`src/design/tee_pkg.sv`:
```
package tee_pkg;

  localparam int MAX_ROWS   = 256;
  localparam int MAX_EDGES  = 1024;
  localparam int ROW_W      = $clog2(MAX_ROWS);
  localparam int EDGE_W     = $clog2(MAX_EDGES);
  localparam int CNT_W      = $clog2(MAX_EDGES + 1);
  localparam int EDGE_NUM_W = 10;
  localparam int COORD_W    = 16;
  localparam int CFG_IDX_W  = 3;
  localparam int CFG_DATA_W = 9;
  localparam int N_SIDES    = 4;

  localparam logic CMD_START = 1'b0;
  localparam logic CMD_CELL  = 1'b1;

  typedef enum logic [CFG_IDX_W-1:0] {
    CFG_ORIGIN_X      = 3'd0,
    CFG_ORIGIN_Y      = 3'd1,
    CFG_REGION_WIDTH  = 3'd2,
    CFG_REGION_HEIGHT = 3'd3,
    CFG_BLOCK_WIDTH   = 3'd4
  } cfg_idx_e;

  typedef enum logic [1:0] {
    SIDE_WEST  = 2'd0,
    SIDE_EAST  = 2'd1,
    SIDE_NORTH = 2'd2,
    SIDE_SOUTH = 2'd3
  } side_e;

  typedef struct packed {
    logic [7:0] origin_x;
    logic [7:0] origin_y;
    logic [8:0] region_width;
    logic [8:0] region_height;
    logic [7:0] block_width;
  } cfg_t;

  typedef struct packed {
    logic       cmd;
    logic [7:0] rel_x;
    logic [7:0] rel_y;
    logic       cell_filled;
    logic       north_filled;
    logic       south_filled;
    logic       west_filled;
    logic       east_filled;
  } cell_item_t;

  typedef struct packed {
    side_e                 side;
    logic                  is_new;
    logic [EDGE_NUM_W-1:0] edge_number;
    logic [COORD_W-1:0]    start_x;
    logic [COORD_W-1:0]    start_y;
    logic [COORD_W-1:0]    end_x;
    logic [COORD_W-1:0]    end_y;
    logic                  ids_exhausted;
    logic                  last;
  } edge_event_t;

  // Horizontal edges left open by one row of the previous column.
  typedef struct packed {
    logic              north_set;
    logic              south_set;
    logic [EDGE_W-1:0] north_id;
    logic [EDGE_W-1:0] south_id;
  } col_entry_t;

  // Vertical edges left open by the cell just above.
  typedef struct packed {
    logic              west_set;
    logic              east_set;
    logic [EDGE_W-1:0] west_id;
    logic [EDGE_W-1:0] east_id;
  } above_t;

  typedef struct packed {
    logic             en;
    logic [ROW_W-1:0] addr;
    col_entry_t       data;
  } col_wr_t;

  typedef struct packed {
    logic                            active;
    above_t                          above;
    col_entry_t                      col;
    logic [CNT_W-1:0]                cnt;
    edge_event_t [N_SIDES-1:0]       ev;
    logic [$clog2(N_SIDES+1)-1:0]    n_ev;
  } cell_res_t;

endpackage

```
`src/design/tee_event_queue.sv`:
```
module tee_event_queue import tee_pkg::*; (
  input  logic                         clk_i,
  input  logic                         rst_ni,
  input  logic                         load_i,
  input  edge_event_t [N_SIDES-1:0]    ev_i,
  input  logic [$clog2(N_SIDES+1)-1:0] n_ev_i,
  output logic                         can_load_o,
  output logic                         out_valid_o,
  input  logic                         out_ready_i,
  output edge_event_t                  out_ev_o
);

  localparam int N_W = $clog2(N_SIDES + 1);

  edge_event_t    q_q [N_SIDES];
  logic [N_W-1:0] count_q;
  edge_event_t    out_q;
  logic           out_valid_q;
  logic           move;

  assign move       = (count_q != '0) && (!out_valid_q || out_ready_i);
  assign can_load_o = (count_q == '0) || ((count_q == N_W'(1)) && move);

  always_ff @(posedge clk_i) begin
    if (load_i) begin
      for (int i = 0; i < N_SIDES; i++) begin
        q_q[i] <= ev_i[i];
      end
    end else if (move) begin
      for (int i = 0; i < N_SIDES - 1; i++) begin
        q_q[i] <= q_q[i+1];
      end
    end
    if (move) begin
      out_q <= q_q[0];
    end
  end

  always_ff @(posedge clk_i or negedge rst_ni) begin
    if (!rst_ni) begin
      count_q     <= '0;
      out_valid_q <= 1'b0;
    end else begin
      if (load_i) begin
        count_q <= n_ev_i;
      end else if (move) begin
        count_q <= count_q - N_W'(1);
      end
      if (move) begin
        out_valid_q <= 1'b1;
      end else if (out_ready_i) begin
        out_valid_q <= 1'b0;
      end
    end
  end

  assign out_valid_o = out_valid_q;
  assign out_ev_o    = out_q;

endmodule

```
`config.mk`:
```
export PLATFORM = sky130hd
export DESIGN_NAME = tee_event_queue
export DESIGN_NICKNAME = d
export VERILOG_FILES = /design/src/design/tee_pkg.sv /design/src/design/tee_event_queue.sv
export SDC_FILE = /design/constraint.sdc
export NUM_CORES = 1
export LEC_CHECK = 0
export BUFFER_PORTS_ARGS = -buffer_cell sky130_fd_sc_hd__buf_2
export CAP_MARGIN = 10
export CORE_MARGIN = 2
export CORE_UTILIZATION = 45
export CTS_BUF_LIST = sky130_fd_sc_hd__clkbuf_8
export DETAILED_ROUTE_END_ITERATION = 8
export PLACE_DENSITY = 0.7
export SYNTH_ARGS = -nofsm -noshare
export SYNTH_HDL_FRONTEND = slang
export SYNTH_SLANG_ARGS = --single-unit
```
`constraint.sdc`:
```
create_clock -name clk_i -period 16.2 [get_ports clk_i]
set_clock_uncertainty 0.05 [all_clocks]
set_input_delay 3.24 -clock clk_i [delete_from_list [all_inputs] [get_ports clk_i]]
set_output_delay 3.24 -clock clk_i [all_outputs]
set_load 0.05 [all_outputs]
```
==> flow_summary.toml, run 1 <==
[worst_setup_path]
critPathLaunch = "out_ready_i"
slowest_delay_ps = 220
cp.depth = 4
crit_required_ps = 12910
regToRegSetupSlack_ps = 12470
endpoint_kind = "output port"
critical_path_peak_fanout = 7
crit_end = "can_load_o"
cp_top_family = "buffers and inverters"
worst_setup_path_start_kind = "input port"
rr_startpoint = "count_q[0]"
worstPathCellList = "buf_2 -> nor2b_4 -> o21bai_1 -> buf_2"
path_class = "in2out"
cp_slowest_cell = "buf_2"
cp.arrival_ps = 3890
timing.reg2reg.worst_path_depth = 7
cpMostUsedCell = "buf_2"
r2r_end = "q_q[2][48]"
worst-path-buf-inv = 2

[layout]
regArea_sq_um = 12000
final_cell_mix = "buf_2 (402), edfxtp_1 (395), mux2_2 (216), clkbuf_8 (68), inv_1 (29)"
nFillCells = 2669
final_nets = 1466
drive_gt1_share_pct = 61.3
multi_input_area_sq_um = 2920
stdcell_count = 1646
final_common_cell = "buf_2"
areaGrowthSynthToFinish_pct = 21.6

[route]
antenna_left = 0
vias_per_cell = 4.71
drc = 0
wire_per_inst_um = 18.5
drt-initial-drc-count = 496
routed_wl_um = 30500
dr_total_vias = 7745
drtPass1Iterations = 5

[power_and_ir_drop]
swShare_pct = 27.0
cellLeakagePower_uw = 0.00733
comb_power_share_pct = 16.3
clockPowerShare_pct = 30.0
total_power_uw = 2580
p_per_area_nw_per_um2 = 138
p_int_uw = 1890
p_seq_share_pct = 53.7
ir_worst_vdd_v = 0.0000964
p_switching_uw = 697

[flow_run]
maxCapViolCount = 0

[clock_tree]
cts_hold_buf = 0
cts_buffer_depth = 3
cts_root_buf = "clkbuf_8"
cts_tree = "done"
clock-sinks = 399
cts_resized = 0
clock_latency_ps = 590
clkSlewWorstSetupHoldPaths_ps = 60
postCtsSetupRepairBufs = 0
numCtsBuffers = 67
htreeDepth = 3

[synthesis]
synth_area_sq_um = 15400
synth-seq-cells = 399
synth.avg_cell_area_sq_um = 22.4
ys_seq_area_share_pct = 77.7
yosys.cell_types.count = 21
postSynthCellCount = 686
synth_warnings = 0
syn-num-nets = 1012

[timing]
finalSetupTns_ps = 0
finalWorstSetupSlack_ps = 9020
setup_viol = 0
grt_setup_unrepaired = "no"
hold_viol = 0
final-max-slew-violation-count = 0
worst_hold_slack_ps = 365
timing.final.crit_period_ps = 7180
fmax_mhz = 139
relSlewSlack_pct = 28.8
worstMarginPinSlew_ps = 1070
period_share_pct = 44.3

[global_routing]
grtUsageMet3_pct = 5.28
grt_pass1_wl_um = 45100
grt_pass1_vias = 8055
gr-usage-met1_pct = 19.8
antenna_found_initial = 7
top_usage_layer = "met2"
grt_use_total_pct = 16.8
grtUsageMet2_pct = 28.3
grt-ovfl-total = 0
grt_max_degree = 84

[die]
rows = 67
die_w_um = 189
io_pins = 404
die_y_um = 189
die-area_sq_um = 35700
core_sq_um = 33600
start_util_pct = 45.8

[hold_path]
min_path_type = "reg2reg"
hold_path_depth = 0

[place]
placed_cells = 1519
dp_slack_ps = 9010
place_congestion = 0.809
place_hpwl_um = 20600
port-buffer-count = 403

[status]
status = "completed"
-- synthesized netlist by cell type --
cell type / instances / area (sq um)
nor3_4: 1 / 16.3
mux2_2: 216 / 2430
inv_1: 3 / 11.3
edfxtp_1: 395 / 11900
dfrtp_1: 4 / 100
nand2_1: 4 / 15.0
nand2b_1: 1 / 6.26
o311ai_0: 2 / 17.5
o211ai_1: 1 / 7.51
clkbuf_1: 1 / 3.75
mux2_1: 1 / 11.3
or4_1: 3 / 22.5
nor2b_4: 1 / 13.8
or2_2: 1 / 6.26
mux2_4: 20 / 300
nor2_1: 1 / 3.75
ha_1: 3 / 37.5
o21bai_1: 1 / 7.51
buf_6: 1 / 11.3
buf_12: 25 / 500
or2b_1: 1 / 7.51
-- metrics by stage --
stage          area [sq um]  utilization [%]
3_5_place_dp          17500             52.2
3_3_place_gp          17500             52.2
6_report              18700             55.7
2_1_floorplan         15400                -
5_1_grt               18700             55.7
4_1_cts               18700             55.6
-- state kept, by name, indices dropped and copies added (netlist names) --
name / cells
count_q: 3
out_ev_o: 79
out_valid_o: 1
q_q: 316
-- how the worst min path moves through the flow --
stage                     from  slack, ps           end
floorplan            q_q[0][0]        350   out_ev_o[0]
global route        q_q[0][34]        370  out_ev_o[34]
global placement     q_q[0][8]        350   out_ev_o[8]
CTS                 q_q[0][23]        360  out_ev_o[23]
finish              q_q[0][14]        370  out_ev_o[14]
detailed placement  q_q[0][25]        350  out_ev_o[25]
-- per-layer routing --
| metal | up-vias | wire (um) |
|---|---|---|
| met4 | 0 | 976 |
| met5 | - | 0 |
| met1 | 3740 | 11900 |
| met2 | 271 | 15500 |
| met3 | 67 | 2030 |
| li1 | 3667 | - |
-- power by group through the flow --
stage               clock network, uW  registers [uW]  logic, uW
detailed placement                  0            1410        425
global route                      845            1400        448
CTS                               802            1390        427
global placement                    0            1400        420
floorplan                           0            1540        196
finish                            775            1390        420
-- cells by family after synthesis --
family	count (synthesis)	share of synthesized area (%)
flip-flops	399	77.7
multiplexers	237	17.8
buffers and inverters	30	3.42
AND/OR/NAND/NOR	13	0.593
AO/OA/AOI/OAI	4	0.211
adder cells (fa/ha/maj)	3	0.244
-- cell type report --
cell class,count,area share (%)
Clock inverter,51,1.19
Timing Repair Buffer,412,11.2
Tap cell,448,3.00
Inverter,3,0.0602
Clock buffer,68,5.00
Antenna cell,8,0.107
Sequential cell,399,63.9
Multi-Input combinational cell,257,15.6
Power figures use the tool's default switching activity.
==> run 2: changes to the inputs <==
--- a/config.mk
+++ b/config.mk
@@ -11,7 +11,7 @@
 export CORE_UTILIZATION = 45
 export CTS_BUF_LIST = sky130_fd_sc_hd__clkbuf_8
 export DETAILED_ROUTE_END_ITERATION = 8
-export PLACE_DENSITY = 0.7
+export PLACE_DENSITY = 0.72
 export SYNTH_ARGS = -nofsm -noshare
 export SYNTH_HDL_FRONTEND = slang
 export SYNTH_SLANG_ARGS = --single-unit
==> constraint.sdc (replaced) <==
create_clock -name clk_i -period 5.9 [get_ports clk_i]
set_clock_uncertainty 0.05 [all_clocks]
set_input_delay 1.18 -clock clk_i [delete_from_list [all_inputs] [get_ports clk_i]]
set_output_delay 1.18 -clock clk_i [all_outputs]
set_load 0.05 [all_outputs]
==> run 2 against run 1 <==
  * Count of clock-buffer cells in the layout is 6 lower
  * Total power grew to 2.7 times the previous value
  * First-iteration DRC count is 29% lower
  * Critical path depth is 1 higher
  * Wire length is 1.3% higher
  * Global-route usage is 0.21 points higher
  * Flip-flop and latch count stayed put
  * Largest cell class unchanged
  * Highest routed layer unchanged
==> flow_summary.toml, run 2 (same netlist as run 1, synthesis figures left out) <==
[die]
io_pins = 404
die_y_um = 189
die-area_sq_um = 35700
core_sq_um = 33600
die_w_um = 189
rows = 67
start_util_pct = 45.8

[power_and_ir_drop]
total_power_uw = 7020
ir_worst_vdd_v = 0.000207
cellLeakagePower_uw = 0.00734
p_per_area_nw_per_um2 = 374

[layout]
largest_reg_flops = 316
final_nets = 1465
areaGrowthSynthToFinish_pct = 21.8
final_cell_mix = "buf_2 (402), edfxtp_1 (395), mux2_2 (216), clkbuf_8 (62), inv_1 (24)"
drive_gt1_share_pct = 61.6
top_register = "q_q"
multi_input_area_sq_um = 2920
nFillCells = 2666
regArea_sq_um = 12000
final_common_cell = "buf_2"

[worst_setup_path]
worst_setup_path_start_kind = "flip-flop"
slowest_delay_ps = 410
endpoint_kind = "output port"
cp.arrival_ps = 2010
worstPathCellList = "inv_1 -> ha_1 -> ha_1 -> o21bai_1 -> buf_2"
cp_slowest_cell = "dfrtp_1"
critical_path_peak_fanout = 7
cpMostUsedCell = "ha_1"
crit_required_ps = 4670
path_class = "reg2out"

[route]
routed_wl_um = 30900
drtPass1Iterations = 4
dr_total_vias = 7772
drc = 0
wire_per_inst_um = 18.7
drt-initial-drc-count = 354
antenna_left = 0
vias_per_cell = 4.71

[place]
place_hpwl_um = 21100
place_congestion = 0.801
port-buffer-count = 403
dp_slack_ps = 2470

[clock_tree]
htreeDepth = 2
clkSlewWorstSetupHoldPaths_ps = 60
cts_hold_buf = 0
postCtsSetupRepairBufs = 0
cts_tree = "done"
clock_latency_ps = 620
numCtsBuffers = 61
cts_root_buf = "clkbuf_8"
cts_resized = 0
cts_buffer_depth = 3
clock-sinks = 399

[global_routing]
grt_pass1_wl_um = 45700
grt_use_total_pct = 17.0
grt_max_degree = 93
grt_pass1_vias = 8221
grt-ovfl-total = 0
antenna_found_initial = 14

[hold_path]
min_path_type = "in2async"

[timing]
setup_viol = 0
fmax_mhz = 309
finalWorstSetupSlack_ps = 2660
worstMarginPinSlew_ps = 793
hold_viol = 0
final-max-slew-violation-count = 0
timing.final.crit_period_ps = 3240
worst_hold_slack_ps = 328
relSlewSlack_pct = 47.1
grt_setup_unrepaired = "no"
period_share_pct = 54.8

[flow_run]
maxCapViolCount = 0

[status]
status = "completed"
-- run 2: changes by cell type in the layout (fill, tap and decap cells not counted), moves of 2 or more --
| cell | before | now |
|---|---|---|
| clkinv_2 | 4 | 11 |
| diode_2 | 8 | 15 |
| clkbuf_8 | 68 | 62 |
| inv_1 | 29 | 24 |
| buf_12 | 0 | 4 |
| clkinvlp_4 | 3 | 0 |
| inv_6 | 3 | 1 |
-- run 2: cell type report --
type,instances,area share [%]
inverter,3,0.0601
tap,448,2.99
sequential,399,63.8
timing repair buffer,417,11.6
antenna,15,0.200
clock buffer,62,4.55
clock inverter,50,1.24
multi-input combinational,257,15.6
-- run 2: path summary, 6_finish.rpt --
| path | slack, ps | endpoint | start | cells after the start |
|---|---|---|---|---|
| min | 330 | count_q[1] | rst_ni | 1 |
| min reg2reg | 360 | out_ev_o[32] | q_q[0][32] | 0 |
| max reg2reg | 3030 | q_q[1][41] | count_q[0] | 6 |
| min in group clk_i | 360 | out_ev_o[32] | q_q[0][32] | 0 |
| max | 2660 | can_load_o | count_q[0] | 5 |
| max in group asynchronous | 5350 | count_q[0] | rst_ni | 1 |
-- run 2: stage by stage --
step                      TNS, ps  utilization [%]  instances  area [sq um]
after detailed placement        0             52.4       1524         17600
final                           0             55.8       1651         18700
after floorplan            -31730                -        686         15400
after CTS                       0             55.7       1636         18700
after global placement          0             52.4       1524         17600
after global routing            0             55.8       1649         18700
-- run 2: layer usage --
layer	wire length, um	share of wire [%]	track usage, %
met1	12100	39	20.3
met4	1080	3.5	9.59
met3	1990	6.4	4.82
met5	0	0	0
met2	15700	51	27.7
-- run 2: worst max-delay path, delay by kind of cell, from the launching register on --
kind                     cells  cell delay [ps]
adder cells (fa/ha/maj)      2              490
flip-flops                   1              410
buffers and inverters        2              350
AO/OA/AOI/OAI                1              160
-- run 2: power breakdown --
| group | leakage, uW | total (uW) | internal [uW] | switching, uW |
|---|---|---|---|---|
| combinational | 0.00271 | 1170 | 410 | 760 |
| clock | 0.000644 | 2040 | 1020 | 1020 |
| sequential | 0.00399 | 3810 | 3700 | 109 |
| total | 0.00734 | 7020 | 5130 | 1890 |
