### config.mk
export PLATFORM = sky130hd
export DESIGN_NAME = tee_cell_eval
export DESIGN_NICKNAME = d
export VERILOG_FILES = /design/src/design/tee_pkg.sv /design/src/design/tee_cell_eval.sv
export SDC_FILE = /design/constraint.sdc
export NUM_CORES = 1
export LEC_CHECK = 0
export BUFFER_PORTS_ARGS = -buffer_cell sky130_fd_sc_hd__buf_4
export CAP_MARGIN = 20
export CORE_MARGIN = 3
export CORE_UTILIZATION = 45
export DETAILED_ROUTE_END_ITERATION = 8
export GPL_ROUTABILITY_DRIVEN = 0
export GPL_TIMING_DRIVEN = 0
export PLACE_DENSITY = 0.81
export SLEW_MARGIN = 10
export SYNTH_ARGS = -nofsm -noshare
export SYNTH_HDL_FRONTEND = slang
export SYNTH_SLANG_ARGS = --single-unit
export TNS_END_PERCENT = 50
### constraint.sdc
create_clock -name vclk -period 8.95
set_input_delay 0.895 -clock vclk [all_inputs]
set_output_delay 0.895 -clock vclk [all_outputs]
set_load 0.005 [all_outputs]
### src/design/tee_pkg.sv
package tee_pkg;

  localparam int MAX_ROWS   = 256;
  localparam int MAX_EDGES  = 1024;
  localparam int ROW_W      = $clog2(MAX_ROWS);
  localparam int EDGE_W     = $clog2(MAX_EDGES);
  localparam int CNT_W      = $clog2(MAX_EDGES + 1);
  localparam int EDGE_NUM_W = 10;
  localparam int COORD_W    = 16;
  localparam int CFG_IDX_W  = 3;
  localparam int CFG_DATA_W = 9;
  localparam int N_SIDES    = 4;

  localparam logic CMD_START = 1'b0;
  localparam logic CMD_CELL  = 1'b1;

  typedef enum logic [CFG_IDX_W-1:0] {
    CFG_ORIGIN_X      = 3'd0,
    CFG_ORIGIN_Y      = 3'd1,
    CFG_REGION_WIDTH  = 3'd2,
    CFG_REGION_HEIGHT = 3'd3,
    CFG_BLOCK_WIDTH   = 3'd4
  } cfg_idx_e;

  typedef enum logic [1:0] {
    SIDE_WEST  = 2'd0,
    SIDE_EAST  = 2'd1,
    SIDE_NORTH = 2'd2,
    SIDE_SOUTH = 2'd3
  } side_e;

  typedef struct packed {
    logic [7:0] origin_x;
    logic [7:0] origin_y;
    logic [8:0] region_width;
    logic [8:0] region_height;
    logic [7:0] block_width;
  } cfg_t;

  typedef struct packed {
    logic       cmd;
    logic [7:0] rel_x;
    logic [7:0] rel_y;
    logic       cell_filled;
    logic       north_filled;
    logic       south_filled;
    logic       west_filled;
    logic       east_filled;
  } cell_item_t;

  typedef struct packed {
    side_e                 side;
    logic                  is_new;
    logic [EDGE_NUM_W-1:0] edge_number;
    logic [COORD_W-1:0]    start_x;
    logic [COORD_W-1:0]    start_y;
    logic [COORD_W-1:0]    end_x;
    logic [COORD_W-1:0]    end_y;
    logic                  ids_exhausted;
    logic                  last;
  } edge_event_t;

  // Horizontal edges left open by one row of the previous column.
  typedef struct packed {
    logic              north_set;
    logic              south_set;
    logic [EDGE_W-1:0] north_id;
    logic [EDGE_W-1:0] south_id;
  } col_entry_t;

  // Vertical edges left open by the cell just above.
  typedef struct packed {
    logic              west_set;
    logic              east_set;
    logic [EDGE_W-1:0] west_id;
    logic [EDGE_W-1:0] east_id;
  } above_t;

  typedef struct packed {
    logic             en;
    logic [ROW_W-1:0] addr;
    col_entry_t       data;
  } col_wr_t;

  typedef struct packed {
    logic                            active;
    above_t                          above;
    col_entry_t                      col;
    logic [CNT_W-1:0]                cnt;
    edge_event_t [N_SIDES-1:0]       ev;
    logic [$clog2(N_SIDES+1)-1:0]    n_ev;
  } cell_res_t;

endpackage

### src/design/tee_cell_eval.sv
module tee_cell_eval import tee_pkg::*; (
  input  cell_item_t       item_i,
  input  cfg_t             cfg_i,
  input  above_t           above_i,
  input  col_entry_t       col_i,
  input  logic [CNT_W-1:0] cnt_i,
  output cell_res_t        res_o
);

  function automatic logic [COORD_W-1:0] coord(input logic [9:0] tile,
                                               input logic [7:0] bw);
    logic [17:0] prod;
    prod = 18'(tile) * 18'(bw);
    return (prod > 18'(16'hFFFF)) ? 16'hFFFF : prod[COORD_W-1:0];
  endfunction

  logic                interior;
  above_t              above_eff;
  logic [9:0]          tx0, tx1, ty0, ty1;
  logic [COORD_W-1:0]  x0, x1, y0, y1;
  logic [N_SIDES-1:0]  need;
  logic [N_SIDES-1:0]  prev_set;
  logic [EDGE_W-1:0]   prev_id [N_SIDES];
  logic [COORD_W-1:0]  sx [N_SIDES];
  logic [COORD_W-1:0]  sy [N_SIDES];
  logic [COORD_W-1:0]  ex [N_SIDES];
  logic [COORD_W-1:0]  ey [N_SIDES];
  logic [N_SIDES-1:0]  side_set;
  logic [EDGE_W-1:0]   side_id [N_SIDES];

  assign interior = (item_i.rel_x != 8'd0) && (item_i.rel_y != 8'd0) &&
                    (32'(item_i.rel_y) < MAX_ROWS) &&
                    ((10'(item_i.rel_x) + 10'd2) <= 10'(cfg_i.region_width)) &&
                    ((10'(item_i.rel_y) + 10'd2) <= 10'(cfg_i.region_height));

  // The first cell of a column sees no vertical edges above it.
  assign above_eff = (item_i.rel_y == 8'd1) ? '0 : above_i;

  assign tx0 = 10'(cfg_i.origin_x) + 10'(item_i.rel_x);
  assign tx1 = tx0 + 10'd1;
  assign ty0 = 10'(cfg_i.origin_y) + 10'(item_i.rel_y);
  assign ty1 = ty0 + 10'd1;
  assign x0  = coord(tx0, cfg_i.block_width);
  assign x1  = coord(tx1, cfg_i.block_width);
  assign y0  = coord(ty0, cfg_i.block_width);
  assign y1  = coord(ty1, cfg_i.block_width);

  assign need[SIDE_WEST]  = item_i.cell_filled && !item_i.west_filled;
  assign need[SIDE_EAST]  = item_i.cell_filled && !item_i.east_filled;
  assign need[SIDE_NORTH] = item_i.cell_filled && !item_i.north_filled;
  assign need[SIDE_SOUTH] = item_i.cell_filled && !item_i.south_filled;

  assign prev_set[SIDE_WEST]  = above_eff.west_set;
  assign prev_set[SIDE_EAST]  = above_eff.east_set;
  assign prev_set[SIDE_NORTH] = col_i.north_set;
  assign prev_set[SIDE_SOUTH] = col_i.south_set;
  assign prev_id[SIDE_WEST]   = above_eff.west_id;
  assign prev_id[SIDE_EAST]   = above_eff.east_id;
  assign prev_id[SIDE_NORTH]  = col_i.north_id;
  assign prev_id[SIDE_SOUTH]  = col_i.south_id;

  // West and east edges run downwards, north and south edges rightwards.
  assign sx[SIDE_WEST]  = x0;  assign sy[SIDE_WEST]  = y0;
  assign ex[SIDE_WEST]  = x0;  assign ey[SIDE_WEST]  = y1;
  assign sx[SIDE_EAST]  = x1;  assign sy[SIDE_EAST]  = y0;
  assign ex[SIDE_EAST]  = x1;  assign ey[SIDE_EAST]  = y1;
  assign sx[SIDE_NORTH] = x0;  assign sy[SIDE_NORTH] = y0;
  assign ex[SIDE_NORTH] = x1;  assign ey[SIDE_NORTH] = y0;
  assign sx[SIDE_SOUTH] = x0;  assign sy[SIDE_SOUTH] = y1;
  assign ex[SIDE_SOUTH] = x1;  assign ey[SIDE_SOUTH] = y1;

  always_comb begin
    logic [2:0]       n_ok;
    logic [2:0]       slot;
    logic [CNT_W:0]   sum;
    logic             extend;
    logic             alloc;
    logic             exh;
    logic             ok;
    edge_event_t      ev_k;
    n_ok  = '0;
    slot  = '0;
    res_o = '0;
    for (int k = 0; k < N_SIDES; k++) begin
      extend = need[k] && prev_set[k];
      alloc  = need[k] && !prev_set[k];
      sum    = (CNT_W+1)'(cnt_i) + (CNT_W+1)'(n_ok);
      exh    = alloc && (32'(sum) >= MAX_EDGES);
      ok     = alloc && !exh;
      side_set[k] = extend || ok;
      side_id[k]  = extend ? prev_id[k] : sum[EDGE_W-1:0];
      ev_k.side          = side_e'(2'(k));
      ev_k.is_new        = alloc;
      ev_k.edge_number   = extend ? EDGE_NUM_W'(prev_id[k]) :
                           ok ? EDGE_NUM_W'(sum[EDGE_W-1:0]) : '0;
      ev_k.start_x       = alloc ? sx[k] : '0;
      ev_k.start_y       = alloc ? sy[k] : '0;
      ev_k.end_x         = ex[k];
      ev_k.end_y         = ey[k];
      ev_k.ids_exhausted = exh;
      ev_k.last          = 1'b0;
      if (need[k]) begin
        res_o.ev[slot[1:0]] = ev_k;
        slot = slot + 3'd1;
      end
      if (ok) begin
        n_ok = n_ok + 3'd1;
      end
    end
    if (slot != 3'd0) begin
      res_o.ev[2'(slot - 3'd1)].last = 1'b1;
    end
    res_o.active          = (item_i.cmd == CMD_CELL) && interior;
    res_o.n_ev            = slot;
    res_o.cnt             = cnt_i + CNT_W'(n_ok);
    res_o.above.west_set  = side_set[SIDE_WEST];
    res_o.above.east_set  = side_set[SIDE_EAST];
    res_o.above.west_id   = side_id[SIDE_WEST];
    res_o.above.east_id   = side_id[SIDE_EAST];
    res_o.col.north_set   = side_set[SIDE_NORTH];
    res_o.col.south_set   = side_set[SIDE_SOUTH];
    res_o.col.north_id    = side_id[SIDE_NORTH];
    res_o.col.south_id    = side_id[SIDE_SOUTH];
  end

endmodule

==> qor.csv, run 1 <==
stage,metric,value,unit
timing,Fin. Hold Viols,0,
worst_setup_path,CP Class,input pin to primary output,
worst_setup_path,CP startpoint kind,input pin,
detailed_routing,Total Wirelength,72900,um
worst_setup_path,most frequent CP cell,ha_4,
hold_path,worst min-delay path class,input pin to primary output,
outcome,failing checks,negative setup slack,
grt,first-pass GRT wire length,109000,um
floorplan,Core Area,35700,sq um
detailed_routing,M1 wire length,26600,um
timing,Tcrit/Tclk final,1.00,
worst_setup_path,slowest CP cell,or4_4,
worst_setup_path,Max stage delay on crit path,0.61,ns
synth,Synth Area in Compound Gates,0.197,
placement,number of port buffers,480,
worst_setup_path,crit end category,primary output,
synth,Syn Inst Count,2301,
layout,clock buf count,0,
synth,largest family of logic cells by synthesized area,adder cells,
outcome,run status,"complete, but fails checks",
synth,Synth cell types,75,
synth,Post-Synthesis Net Count,2817,
layout,post-route cell area,21700,sq um
timing,final hold slack,2.08,ns
synth,fraction of synthesized cell area in xor and xnor cells,0.0595,
floorplan,row count,69,
layout,fin cells,3296,
timing,fmax,0.111,GHz
detailed_routing,Routed WL per cell,22.1,um
layout,seq_cells,0,
grt,total gr overflow,0,
placement,Placed Cells incl. Taps,3242,
synth,"Seq/Total Area, Yosys",0,
detailed_routing,Vias/cell,6.15,
floorplan,DIE WIDTH,197,um
grt,pin count of the biggest net entering global routing,11,
grt,gr usage total,0.350,
layout,register area,0,sq um
detailed_routing,WL met3,9400,um
timing,Rel. slew slack,0.237,
timing,final slew viol count,0,
layout,fin nets,3351,
layout,"most common cell after layout, fill and taps aside",buf_4,
synth,Mapped Area,16300,sq um
synth,mux contribution to synthesized area,0.00872,
synth,Adder-Cell Fraction of Synth Area,0.389,
run,MaxCap Viol Count,0,
layout,fraction of final layout cells with drive strength greater than 1,0.242,
layout,Multi-input gate area,15500,sq um
layout,Layout fillers,3077,
detailed_routing,wire length on met2,32400,um
synth,Yosys warning total,0,
floorplan,die outline area,38700,sq um
detailed_routing,top routing layer in use,met4,
synth,syn avg cell area,7.10,sq um
grt,initial antenna violation count,1,
placement,Post-DP HPWL,57800,um
timing,Setup WS post-layout,-0.0293,ns
timing,Tightest Pin Transition,1.15,ns
floorplan,Die Y,197,um
detailed_routing,vias,20300,
layout,most frequent cells in the layout,"538 x buf_4, 359 x nand2_1, 280 x inv_1",
floorplan,Initial Util,0.459,
synth,simple-gate portion of the synthesized area,0.249,
timing,final setup fails,3,
detailed_routing,Residual DRC,0,
timing,Final Critical Period,8.98,ns
grt,vias in the first global route,20200,
worst_setup_path,CP max FO,5,
worst_setup_path,WP data arrival,8.08,ns
placement,"Cell Area, Placed",20500,sq um
layout,Layout area overhead,33.0,%
floorplan,IO Pins,494,
worst_setup_path,Worst EP required,8.06,ns
timing,RSZ-0062 raised after global routing,true,
detailed_routing,Final ANT Viol Nets,0,
detailed_routing,DRT iter0 DRCs,2339,
detailed_routing,DRT Pass-1 Iters,9,
==> routing by layer <==
metal  vias up  global-route usage
li1       8783                   -
met1      9472               0.434
met2      1647               0.564
met3       372              0.0995
met4         0               0.165
met5         -                   0
==> area by class of cell <==
| type | instances | area share |
|---|---|---|
| tap | 461 | 0.0265 |
| multi-input combinational | 1884 | 0.713 |
| buffer | 132 | 0.0262 |
| timing repair buffer | 536 | 0.186 |
| inverter | 281 | 0.0485 |
| antenna | 2 | 0.000230 |
==> through the flow <==
stage               utilization  TNS, ns  worst slack (ns)
CTS                       0.593    -4.50            -0.180
finish                    0.610  -0.0442           -0.0293
global route              0.610    -1.15            -0.183
global placement          0.576  -166.99             -1.77
detailed placement        0.576  -227.65             -1.97
floorplan                     -        0            0.0217
==> worst max-delay path: cells and delay by family <==
family	cells	cell delay [ns]
mux	4	1.34
compound gates	3	0.60
simple gates	11	2.14
xor+xnor	2	0.33
fa+ha+maj	8	2.05
buf+inv	6	0.67
==> logic make-up after synthesis <==
logic type | Yosys count
simple gates | 870
compound gates | 495
buf+inv | 417
fa+ha+maj | 397
xor+xnor | 108
mux | 14
==> synth_stat cells (4+ instances only) <==
cell,count,area share
nand2_1,360,0.083
inv_1,281,0.065
ha_1,211,0.16
nor2_1,203,0.047
o22ai_1,188,0.072
fa_1,186,0.23
and2_1,134,0.051
clkbuf_1,119,0.027
o21ai_0,82,0.025
a21oi_1,78,0.024
xnor2_1,58,0.031
xor2_1,48,0.026
nand3_1,38,0.012
nor2b_1,31,0.012
nand2b_1,23,0.0088
a21o_1,21,0.0096
a221oi_1,18,0.0096
nor3_1,15,0.0046
and3_1,14,0.0054
mux2i_1,12,0.0073
o21a_1,12,0.0055
buf_2,11,0.0034
nand4_1,10,0.0038
nor2_4,10,0.0069
o211ai_1,9,0.0041
a22oi_1,7,0.0032
a31oi_1,7,0.0027
o21ai_1,7,0.0021
o21bai_1,7,0.0032
a32oi_1,5,0.0027
or2_2,5,0.0019
a211o_1,4,0.0021
a211oi_1,4,0.0018
and4_1,4,0.0021
buf_1,4,0.00092
nor3b_1,4,0.0018
nor4_1,4,0.0015
o221ai_1,4,0.0021
o31ai_1,4,0.0018
or4_1,4,0.0018
==> worst paths after layout <==
kind / start / endpoint / slack [ns] / cells past startpoint
max: item_i[7] / res_o[325] / -0.03 / 34
min: above_i[15] / res_o[367] / 2.08 / 4
==> repair_timing <==
item | CTS | global route
setup endpoints to repair | 290 | 271
setup buffers | 27 | 29
hold buffers | 0 | 0
pin swaps | 13 | 20
cloned | 0 | 0
gates resized for setup | 88 | 93
==> inputs of run 2 (changes only) <==
==> constraint.sdc (replaced) <==
create_clock -name vclk -period 8.95
set_input_delay 0 -clock vclk [all_inputs]
set_output_delay 0 -clock vclk [all_outputs]
set_load 0.005 [all_outputs]
==> run 2 against run 1 <==
Net effect: the flow now finishes without violations; via count shrank 2.1%; core utilization shrank 3.2 points; wire length down 3.1%; die area did not move; first-iteration DRC count is 9.2% lower; cell count down 1.6%; non-clock buffer count fell by 52; flip-flop and latch count is the same; fmax grew 2.5%; setup slack improved by 0.22 ns; cell area decreased by 5.3%; hold slack lost 1.8 ns.
==> qor.csv, run 2 (synthesized netlist as in run 1, its figures left out) <==
stage,metric,value,unit
outcome,run status,finished clean,
layout,seq_cells,0,
floorplan,die outline area,38700,sq um
placement,Post-DP HPWL,58300,um
timing,final slew viol count,0,
grt,met3 Use GR,0.0846,
placement,number of port buffers,480,
detailed_routing,Final ANT Viol Nets,0,
layout,"most common cell after layout, fill and taps aside",buf_4,
worst_setup_path,CP startpoint kind,input pin,
floorplan,Die Y,197,um
timing,Tcrit/Tclk final,0.979,
detailed_routing,DRT Pass-1 Iters,9,
floorplan,Core Area,35700,sq um
grt,total gr overflow,0,
worst_setup_path,crit path from,item_i[10],
floorplan,IO Pins,494,
worst_setup_path,CP max FO,11,
detailed_routing,DRT iter0 DRCs,2123,
grt,gr busiest metal,met2,
worst_setup_path,WP data arrival,8.76,ns
detailed_routing,Residual DRC,0,
layout,Layout area overhead,26.0,%
grt,pin count of the biggest net entering global routing,12,
layout,most frequent cells in the layout,"481 x buf_4, 359 x nand2_1, 281 x inv_1",
worst_setup_path,crit end category,primary output,
layout,fin nets,3299,
power_and_ir_drop,PD cells,432,nW/um^2
layout,Util after Layout,0.578,
layout,Layout fillers,3235,
worst_setup_path,worst setup path endpoint,res_o[329],
worst_setup_path,Worst EP required,8.95,ns
detailed_routing,vias,19800,
timing,RSZ-0062 raised after global routing,false,
run,MaxCap Viol Count,0,
layout,antenna cells,0,
grt,initial antenna violation count,4,
detailed_routing,Total Wirelength,70600,um
grt,GR Util met2,0.569,
layout,register area,0,sq um
power_and_ir_drop,"Power, Total",0.00890,W
power_and_ir_drop,Leak Pwr,10.6,nW
timing,Final Critical Period,8.76,ns
timing,Tightest Pin Transition,1.13,ns
clock_tree,Post-CTS Hold Fix Bufs,0,
floorplan,DIE WIDTH,197,um
worst_setup_path,CP Class,input pin to primary output,
layout,fraction of final layout cells with drive strength greater than 1,0.194,
detailed_routing,Vias/cell,6.12,
timing,final setup fails,0,
worst_setup_path,Max stage delay on crit path,0.63,ns
worst_setup_path,most frequent CP cell,ha_1,
worst_setup_path,slowest CP cell,or4_4,
grt,GR Util met1,0.442,
timing,Fin. Hold Viols,0,
floorplan,row count,69,
grt,gr usage total,0.347,
timing,Rel. slew slack,0.246,
grt,first-pass GRT wire length,108000,um
floorplan,Initial Util,0.459,
hold_path,WHS Path Cells,4,
hold_path,worst min-delay path class,input pin to primary output,
layout,clock buf count,0,
timing,fmax,0.114,GHz
grt,vias in the first global route,19800,
detailed_routing,Routed WL per cell,21.8,um
power_and_ir_drop,Worst VDD drop,0.520,mV
run 2: cell types whose count changed in the layout (fill, tap and decap cells not counted), sizes merged:
cell	before	now
diode	2	0
clkbuf	112	120
buf	556	496
run 2: how the worst min path moves through the flow:
stage	from	slack, ns	endpoint
after floorplan	above_i[10]	0.08	res_o[362]
after global placement	above_i[14]	0.28	res_o[366]
after detailed placement	above_i[14]	0.29	res_o[366]
after CTS	above_i[14]	0.29	res_o[366]
after global routing	above_i[10]	0.31	res_o[362]
final	above_i[14]	0.30	res_o[366]
run 2: layout make-up:
cell class,count,area (sq um),area share
multi-input cells,1884,14800,0.720
well taps,461,577,0.0280
plain buffers,136,542,0.0263
repair buffers,480,3600,0.175
inverters,281,1050,0.0512
run 2: through the flow:
step | cells | setup TNS (ns) | hold WS, ns | instance area, sq um | setup slack, ns
5_1_grt | 3242 | 0 | 0.310 | 20600 | 0.0250
4_1_cts | 3242 | 0 | 0.291 | 20500 | 0.0245
6_report | 3242 | 0 | 0.296 | 20600 | 0.188
2_1_floorplan | 2301 | 0 | 0.0850 | 16300 | 1.64
3_3_place_gp | 3242 | -1.86 | 0.284 | 20500 | -0.300
3_5_place_dp | 3242 | -2.36 | 0.291 | 20500 | -0.362
run 2: timing repair:
| action | CTS | global route |
|---|---|---|
| setup buffers | 0 | 0 |
| endpoints found under the setup margin | 9 | 16 |
| gates resized for setup | 5 | 11 |
run 2: power by group:
| group | internal (W) | switching, W |
|---|---|---|
| clock | 0 | 0 |
| combinational | 0.00317 | 0.00572 |
| sequential | 0 | 0 |
| total | 0.00317 | 0.00572 |
run 2: metal layers:
layer	part of all wire	up-vias
met5	0.00048	-
met4	0.053	6
met3	0.12	287
met2	0.45	1510
met1	0.37	9363
li1	-	8675
run 2: worst max-delay path: cells and delay by family:
family,cells,cell delay (ns)
AND/OR/NAND/NOR,11,2.55
AO/OA/AOI/OAI,3,0.74
adder cells (fa/ha/maj),9,2.84
XOR/XNOR,3,0.53
buffers and inverters,7,1.11
multiplexers,3,0.97
Power figures use the tool's default switching activity.
